==> config.mk <==
export PLATFORM = sky130hd
export DESIGN_NAME = mmf_fmul
export DESIGN_NICKNAME = d
export VERILOG_FILES = /design/src/hdl/mmf_pkg.sv /design/src/hdl/mmf_fmul.sv
export SDC_FILE = /design/constraint.sdc
export NUM_CORES = 2
export LEC_CHECK = 0
export BUFFER_PORTS_ARGS = -buffer_cell sky130_fd_sc_hd__buf_4
export CAP_MARGIN = 20
export CORE_MARGIN = 1
export CORE_UTILIZATION = 29
export CTS_BUF_LIST = sky130_fd_sc_hd__clkbuf_16
export CTS_CLUSTER_SIZE = 10
export DETAILED_ROUTE_END_ITERATION = 8
export SYNTH_ARGS = -nofsm -noshare
export SYNTH_HDL_FRONTEND = slang
export SYNTH_SLANG_ARGS = --single-unit
==> constraint.sdc <==
create_clock -name clk -period 36.4 [get_ports clk]
set_input_delay 5.46 -clock clk [delete_from_list [all_inputs] [get_ports clk]]
set_output_delay 5.46 -clock clk [all_outputs]
set_load 0.03 [all_outputs]
==> src/hdl/mmf_pkg.sv <==
// Package for the single-precision matrix product unit.
// Holds field widths, operation and register codes, and the binary32 rounding helpers.
// No dependencies.
package mmf_pkg;

	localparam int MAX_ROWS  = 64;
	localparam int MAX_COLS  = 64;
	localparam int MAX_INNER = 64;

	localparam int OP_W   = 2;
	localparam int IDX_W  = 6;
	localparam int SIZE_W = 7;
	localparam int WORD_W = 32;
	localparam int REG_W  = 2;
	localparam int ADDR_W = 12;

	localparam logic [OP_W-1:0] OP_WRITE_A = 2'd0;
	localparam logic [OP_W-1:0] OP_WRITE_B = 2'd1;
	localparam logic [OP_W-1:0] OP_COMPUTE = 2'd2;
	localparam logic [OP_W-1:0] OP_UNUSED  = 2'd3;

	localparam logic [REG_W-1:0] REG_ROWS_M  = 2'd0;
	localparam logic [REG_W-1:0] REG_COLS_N  = 2'd1;
	localparam logic [REG_W-1:0] REG_INNER_K = 2'd2;

	localparam logic [WORD_W-1:0] CANON_NAN = 32'h7FC0_0000;
	localparam logic [WORD_W-1:0] POS_ZERO  = 32'h0000_0000;

	typedef logic [WORD_W-1:0] word_t;

	// count leading zeros of a 51-bit value
	function automatic logic [5:0] lzc51(input logic [50:0] v);
		logic [5:0] n;
		logic found;
		n = 6'd0;
		found = 1'b0;
		for (int i = 50; i >= 0; i--) begin
			if (!found) begin
				if (v[i]) found = 1'b1;
				else n = n + 6'd1;
			end
		end
		return n;
	endfunction

	// round a normalized 48-bit significand (bit 47 set) to binary32, nearest even
	function automatic word_t fp_round(input logic sign, input logic signed [11:0] be,
			input logic [47:0] pn, input logic stk);
		logic [5:0]  sh;
		logic [9:0]  be_eff;
		logic [47:0] shifted;
		logic [47:0] mask;
		logic [23:0] m;
		logic        rb;
		logic        sb;
		logic [24:0] mr;
		logic [32:0] tot;
		if (be >= 12'sd1) begin
			sh = 6'd0;
			be_eff = be[9:0] - 10'd1;
		end else if (be < -12'sd46) begin
			sh = 6'd48;
			be_eff = 10'd0;
		end else begin
			sh = 6'(12'sd1 - be);
			be_eff = 10'd0;
		end
		shifted = pn >> sh;
		mask = (48'd1 << sh) - 48'd1;
		m = shifted[47:24];
		rb = shifted[23];
		sb = (|shifted[22:0]) | (|(pn & mask)) | stk;
		mr = {1'b0, m} + {24'd0, rb & (sb | m[0])};
		tot = {be_eff, 23'd0} + {8'd0, mr};
		if (tot[32:23] >= 10'd255) return {sign, 8'hFF, 23'd0};
		return {sign, tot[30:0]};
	endfunction

endpackage

==> src/hdl/mmf_fmul.sv <==
// binary32 multiplier: raw significand product registered, then normalize and round.
// Depends on mmf_pkg.
module mmf_fmul (
	input  logic              clk,
	input  mmf_pkg::word_t    a,
	input  mmf_pkg::word_t    b,
	output mmf_pkg::word_t    result
);
	import mmf_pkg::*;

	logic [47:0] p_s1;
	logic [8:0]  esum_s1;
	logic        sign_s1;
	logic        spec_s1;
	word_t       specv_s1;

	logic a_nan, b_nan, a_inf, b_inf, a_zero, b_zero, s;
	logic [7:0] ea, eb;

	always_comb begin
		a_nan  = (a[30:23] == 8'hFF) && (a[22:0] != 23'd0);
		b_nan  = (b[30:23] == 8'hFF) && (b[22:0] != 23'd0);
		a_inf  = (a[30:23] == 8'hFF) && (a[22:0] == 23'd0);
		b_inf  = (b[30:23] == 8'hFF) && (b[22:0] == 23'd0);
		a_zero = (a[30:0] == 31'd0);
		b_zero = (b[30:0] == 31'd0);
		s      = a[31] ^ b[31];
		ea     = (a[30:23] == 8'd0) ? 8'd1 : a[30:23];
		eb     = (b[30:23] == 8'd0) ? 8'd1 : b[30:23];
	end

	always_ff @(posedge clk) begin
		p_s1    <= {24'd0, (a[30:23] != 8'd0), a[22:0]} * {24'd0, (b[30:23] != 8'd0), b[22:0]};
		esum_s1 <= {1'b0, ea} + {1'b0, eb};
		sign_s1 <= s;
		spec_s1 <= a_nan || b_nan || a_inf || b_inf || a_zero || b_zero;
		if (a_nan || b_nan || (a_inf && b_zero) || (b_inf && a_zero)) specv_s1 <= CANON_NAN;
		else if (a_inf || b_inf) specv_s1 <= {s, 8'hFF, 23'd0};
		else specv_s1 <= {s, 31'd0};
	end

	logic [5:0]         lz;
	logic [47:0]        pn;
	logic signed [11:0] be;

	always_comb begin
		lz = lzc51({p_s1, 3'b000});
		pn = p_s1 << lz;
		be = $signed({3'b000, esum_s1}) - 12'sd126 - $signed({6'd0, lz});
		result = spec_s1 ? specv_s1 : fp_round(sign_s1, be, pn, 1'b0);
	end
endmodule

# After elaboration in Yosys (flattened, before gate mapping)
# Cells that the tools add are included.
dict set report word_totals {
  register_bits 91
  latch_bits 0
  ramBits 0
  rom_bits 0
  inputBits 65
  output_inout_bits 32
  n_memories 0
}
dict set report op_classes {
  add_sub_neg 58
  multipliers 1
  div_mod_pow 0
  order_cmp 3
  n_eq_ne 2
  n_shift 3
  muxes 203
  bitwise_logic 5
  n_reduce_logical 26
}
# operator n
set ops {}
lappend ops {{$mux 6} 99}
lappend ops {{$add 6x1->6 const B} 50}
lappend ops {{$mux 1} 97}
lappend ops {{$mux 32} 3}
lappend ops {{$logic_not 31->1} 2}
lappend ops {{$and 48x48->48} 1}
lappend ops {{$mul 24x24->48} 1}
lappend ops {{$reduce_or 48->1} 1}
lappend ops {{$shl 1x6->48 const A} 1}
lappend ops {{$shl 48x6->48} 1}
lappend ops {{$shr 48x6->48} 1}
lappend ops {{$sub 48x1->48 const B} 1}
lappend ops {{$logic_not 23->1} 2}
lappend ops {{$reduce_bool 23->1} 2}
lappend ops {{$add 33x25->33} 1}
lappend ops {{$mux 31} 1}
lappend ops {{$add 24x1->25} 1}
lappend ops {{$reduce_or 23->1} 1}
lappend ops {{$eq 8x8->1 const B} 2}
lappend ops {{$logic_not 8->1} 2}
lappend ops {{$mux 8} 2}
lappend ops {{$reduce_bool 8->1} 2}
lappend ops {{$ge 11x2->1 const B} 1}
lappend ops {{$lt 11x7->1 const B} 1}
lappend ops {{other kinds (12)} 25}

# Depth between registers and ports, before layout
dict set report logic_depth {
  ltp_word 165
  depth_mapped 160
}

# Worst setup path after synthesis
# No wires, ideal clock.
dict set report synth_timing {
  path_type {flip-flop to output port}
  start {register p_s1[46]}
  end {output result[2]}
  t_arrival_ns 27.765
  required_time_ns 30.940
  path_slack_ns 3.175
  path_stages_with_launch 149
  path_cell_list {dfxtp_1 -> clkbuf_1 -> nor2_1 -> ha_1 -> o21a_1 -> ha_1 -> o21ai_0 -> a21boi_0 -> ha_1 -> nor2b_1 -> o31ai_1 -> ha_1 -> mux2_1 -> o21ai_0 -> a2111oi_0 -> xnor2_1 -> o21ai_0 -> ha_1 -> [113 not listed] -> and3_1 -> clkbuf_1 -> nor2_1 -> nand2_1 -> o22ai_1 -> a221oi_1 -> a21oi_1 -> a2111oi_1 -> a22o_2 -> o211ai_4 -> or3_4 -> or2_1 -> o41ai_4 -> nand4b_1 -> a21oi_4 -> o41ai_4 -> buf_6 -> nor3b_1}
}
dict set report synth_via {
  elab_chain_cells 163
}
# element line
set synth_rtl {}
lappend synth_rtl {{start, declared} mmf_fmul.sv:11} ;# logic [47:0] p_s1;
lappend synth_rtl {{start signal, assigned} mmf_fmul.sv:33} ;# p_s1 <= {24'd0, (a[30:23] != 8'd0), a[22:0]} * {24'd0, (b[30:23] != 8'd0), b[22:0]};
lappend synth_rtl {{$mux 6} mmf_pkg.sv:39} ;# if (v[i]) found = 1'b1;
lappend synth_rtl {{$mux 6} mmf_pkg.sv:38} ;# if (!found) begin
lappend synth_rtl {{$add 6x1->6} mmf_pkg.sv:40} ;# else n = n + 6'd1;
lappend synth_rtl {{$mux 6} mmf_pkg.sv:39}
lappend synth_rtl {{$mux 6} mmf_pkg.sv:38}
lappend synth_rtl {{$add 6x1->6} mmf_pkg.sv:40}
lappend synth_rtl {{$mux 6} mmf_pkg.sv:39}
lappend synth_rtl {{$mux 6} mmf_pkg.sv:38}
lappend synth_rtl {{[147 not listed]} n/a}
lappend synth_rtl {{$or 1x1->1} mmf_pkg.sv:73} ;# mr = {1'b0, m} + {24'd0, rb & (sb | m[0])};
lappend synth_rtl {{$and 1x1->1} mmf_pkg.sv:73}
lappend synth_rtl {{$add 24x1->25} mmf_pkg.sv:73}
lappend synth_rtl {{$add 33x25->33 (*)} mmf_pkg.sv:74} ;# tot = {be_eff, 23'd0} + {8'd0, mr};
lappend synth_rtl {{$ge 10x8->1} mmf_pkg.sv:75} ;# if (tot[32:23] >= 10'd255) return {sign, 8'hFF, 23'd0};
lappend synth_rtl {{$mux 1} mmf_pkg.sv:75}
lappend synth_rtl {{$mux 32 (*)} mmf_pkg.sv:76} ;# return {sign, tot[30:0]};
lappend synth_rtl {{$mux 32 (*)} mmf_fmul.sv:50} ;# result = spec_s1 ? specv_s1 : fp_round(sign_s1, be, pn, 1'b0);
lappend synth_rtl {{end, declared} mmf_fmul.sv:7} ;# output mmf_pkg::word_t result
# Every way passes the cells marked *; elsewhere a longest branch is shown, timed or not.

# Worst setup path in the final report
dict set report layout_timing {
  start {register p_s1[46]}
  end {output result[6]}
}
# The elaborated chain is that of the path after synthesis.

==> flow_summary_export.csv <==
group,metric,value,unit
placed_design,place.gp.congestion,0.9924,
grt,grtUsageTotal,18.93,%
worst_setup_path,crit_slowest_cell,"a2111oi_4",
drt,drtPass1Iterations,6,
sta,hold_viol,0,
worst_setup_path,required,30.94,ns
layout,fillers,12860,
sta,rsz0062_at_grt,"true",
clock_tree,cts_sinks,62,
drt,vias,32560,
synth,synth-simple-area-share,23.63,%
clock_tree,htreeDepth,3,
synth,synth-adder-area-share,36.08,%
synth,ys_types,129,
synth,synth_top_family_by_area,"adder cells",
min_path,worstHoldStart,"a[31]",
layout,num_antenna_cells,0,
grt,grt_max_degree,56,
synth,synth_seq_cells,62,
worst_setup_path,start_kind,"flop",
clock_tree,clkTransAtPathRegs,0.06,ns
grt,overflow,0,
synth,ys_top_cells_by_count,"nand2_1, inv_1, fa_1",
clock_tree,cts_tree,"built",
sta,max_slew_margin,31.50,%
worst_setup_path,worstPathArrival,28.98,ns
floorplanning,num_rows,127,
clock_tree,root_buffer,"clkbuf_16",
sta,worstMarginPinSlew,1.028,ns
grt,grt_antenna_before_repair,0,
sta,fin_crit,34.44,ns
status,outcome,"complete, no violations",
floorplanning,die_h,350.8,um
sta,setup_tns,0,ns
synth,yosysTopAreaCell,"fa_1",
sta,clock.fmax,29.04,MHz
synth,netlist_top_cells_area,"fa_1, ha_1, nand2_1",
placed_design,numPortBuffers,96,
drt,first_iter_violations,2758,
synth,synth-xor-area-share,6.055,%
worst_setup_path,criticalPathCategory,"flop to output port",
layout,final_cells,6107,
synth,synth_most_common_cell,"nand2_1",
worst_setup_path,end_kind,"output port",
worst_setup_path,path_max_fanout,12,
worst_setup_path,crit_path_frequent_cell,"ha_1",
min_path,min_path_type,"input pin to flop",
min_path,hold_depth,2,
layout,layout.nets,5282,
run,cap_violations,0,
drt,vias_per_cell,5.332,
placed_design,dp.cells,6067,
clock_tree,cts_inserted_buffers,9,
floorplanning,die-area,123000,um2
sta,holdWs,5.299,ns
synth,synthFlopType,"dfxtp_1",
worst_setup_path,max_stage_delay,0.51,ns
synth,synthesis.nets,5364,
synth,netlist_area,35280,um2
floorplanning,boundaryPins,97,
placed_design,dpl.hpwl,90780,um
drt,drc_errors,0,
synth,synth_top_area_share,27.47,%
layout,multi_input_area,31220,um2
synth,synthMuxAreaShare,6.615,%
floorplanning,start_util,29.33,%
layout,area_delta_synth_final,8.452,%
floorplanning,die_w,350.8,um
layout,ff_latch_area,1249,um2
sta,drv_slew,0,
layout,utilization,31.80,%
drt,routed_wl,117700,um
floorplanning,coreArea,120300,um2
synth,syn_area_per_cell,7.714,um2
sta,period_share,94.61,%
min_path,hold-path-endpoint,"sign_s1$_DFF_P_",
synth,async_flop_share,0,%
layout,drive_above_1_share,8.254,%
clock_tree,hold_buffers,0,
grt,first_global_vias,32880,
grt,grt_pass1_wl,185100,um
synth,synth-seq-area-share,3.519,%
drt,routedWlPerCell,19.27,um
clock_tree,cts.path.max_buffers,2,
synth,syn_inst,4573,
synth,synth_edf_count,0,
sta,setup_viol,0,
synth,synth_warnings,0,
synth,synth-compound-area-share,15.07,%
drt,antenna_left,0,
## placed cells by master, fill, tap and decap left out, types with 29 or more instances in the layout
cell type,instances
nor2b_1,55
nor4_1,33
nor3_1,85
inv_1,564
or3_1,30
mux2i_1,174
a21oi_1,221
o211ai_1,35
o21ai_0,175
dfxtp_1,60
and2_1,247
nor2_1,299
and3_1,38
fa_1,484
buf_4,158
mux2_2,35
nand2b_1,42
nand2_1,664
xor2_1,54
a211oi_1,29
nand3_1,85
ha_1,240
xnor2_1,138
## flip-flops by register name (all words and copies together), names as in the netlist
register  count
spec_s1       1
sign_s1       1
esum_s1       9
p_s1         48
specv_s1      3
## worst max path at each step
stage	from	depth (start not counted)	slack [ns]	to
final	p_s1[46]$_DFF_P_	146	1.96	result[6]
after global routing	p_s1[46]$_DFF_P_	153	-0.12	result[22]
after global placement	p_s1[46]$_DFF_P_	150	1.23	result[22]
after CTS	p_s1[47]$_DFF_P_	148	0.32	result[22]
after detailed placement	p_s1[47]$_DFF_P_	148	0.56	result[22]
after floorplan	p_s1[46]$_DFF_P_	148	3.17	result[2]
## metrics by stage
step | worst slack, ns | cell area, um2
after floorplan | 3.175 | 35280
after global routing | -0.1238 | 38260
after detailed placement | 0.5576 | 37360
after global placement | 1.227 | 37360
final | 1.963 | 38260
after CTS | 0.3180 | 37700
## critical path, delay by kind of cell, from the launching register on
kind	cells	cell delay, ns
flops	1	0.42
buf+inv	6	0.92
xor+xnor	9	1.72
fa+ha+maj	24	6.77
simple gates	42	6.99
compound gates	53	9.45
mux	12	2.27
## logic make-up after synthesis
logic type / after synthesis
AOI/OAI and AO/OA: 801
xor gates and xnor gates: 217
adders and majority gates: 727
buffers and inverters: 828
DFF: 62
muxes: 220
and+or+nand+nor: 1718
## timing repair
item | 4_1_cts | 5_1_grt
gates cloned | 0 | 2
pin swaps | 0 | 25
endpoints found under the setup margin | 2 | 31
buffers inserted | 0 | 23
resized for setup | 1 | 95
## final cells by class
| type | count | area share (%) |
|---|---|---|
| clock buffer | 9 | 0.5887 |
| sequential | 62 | 3.264 |
| timing repair buffer | 166 | 3.411 |
| inverter | 569 | 5.589 |
| multi-input combinational | 3683 | 81.61 |
| clock inverter | 6 | 0.2649 |
| tap | 1612 | 5.272 |
## layer usage
layer / wire length (um) / vias up / track usage (%) / part of all wire (%)
met1: 50780 / 16070 / 24.92 / 43
met4: 3484 / 0 / 5.650 / 3.0
met2: 55400 / 1267 / 32.27 / 47
met3: 8023 / 232 / 2.263 / 6.8
li1: - / 14990 / - / -
met5: 0 / - / 0 / 0
Power is not shown: default switching activity piles up to over one toggle a cycle in this logic, so the estimate is an artifact.
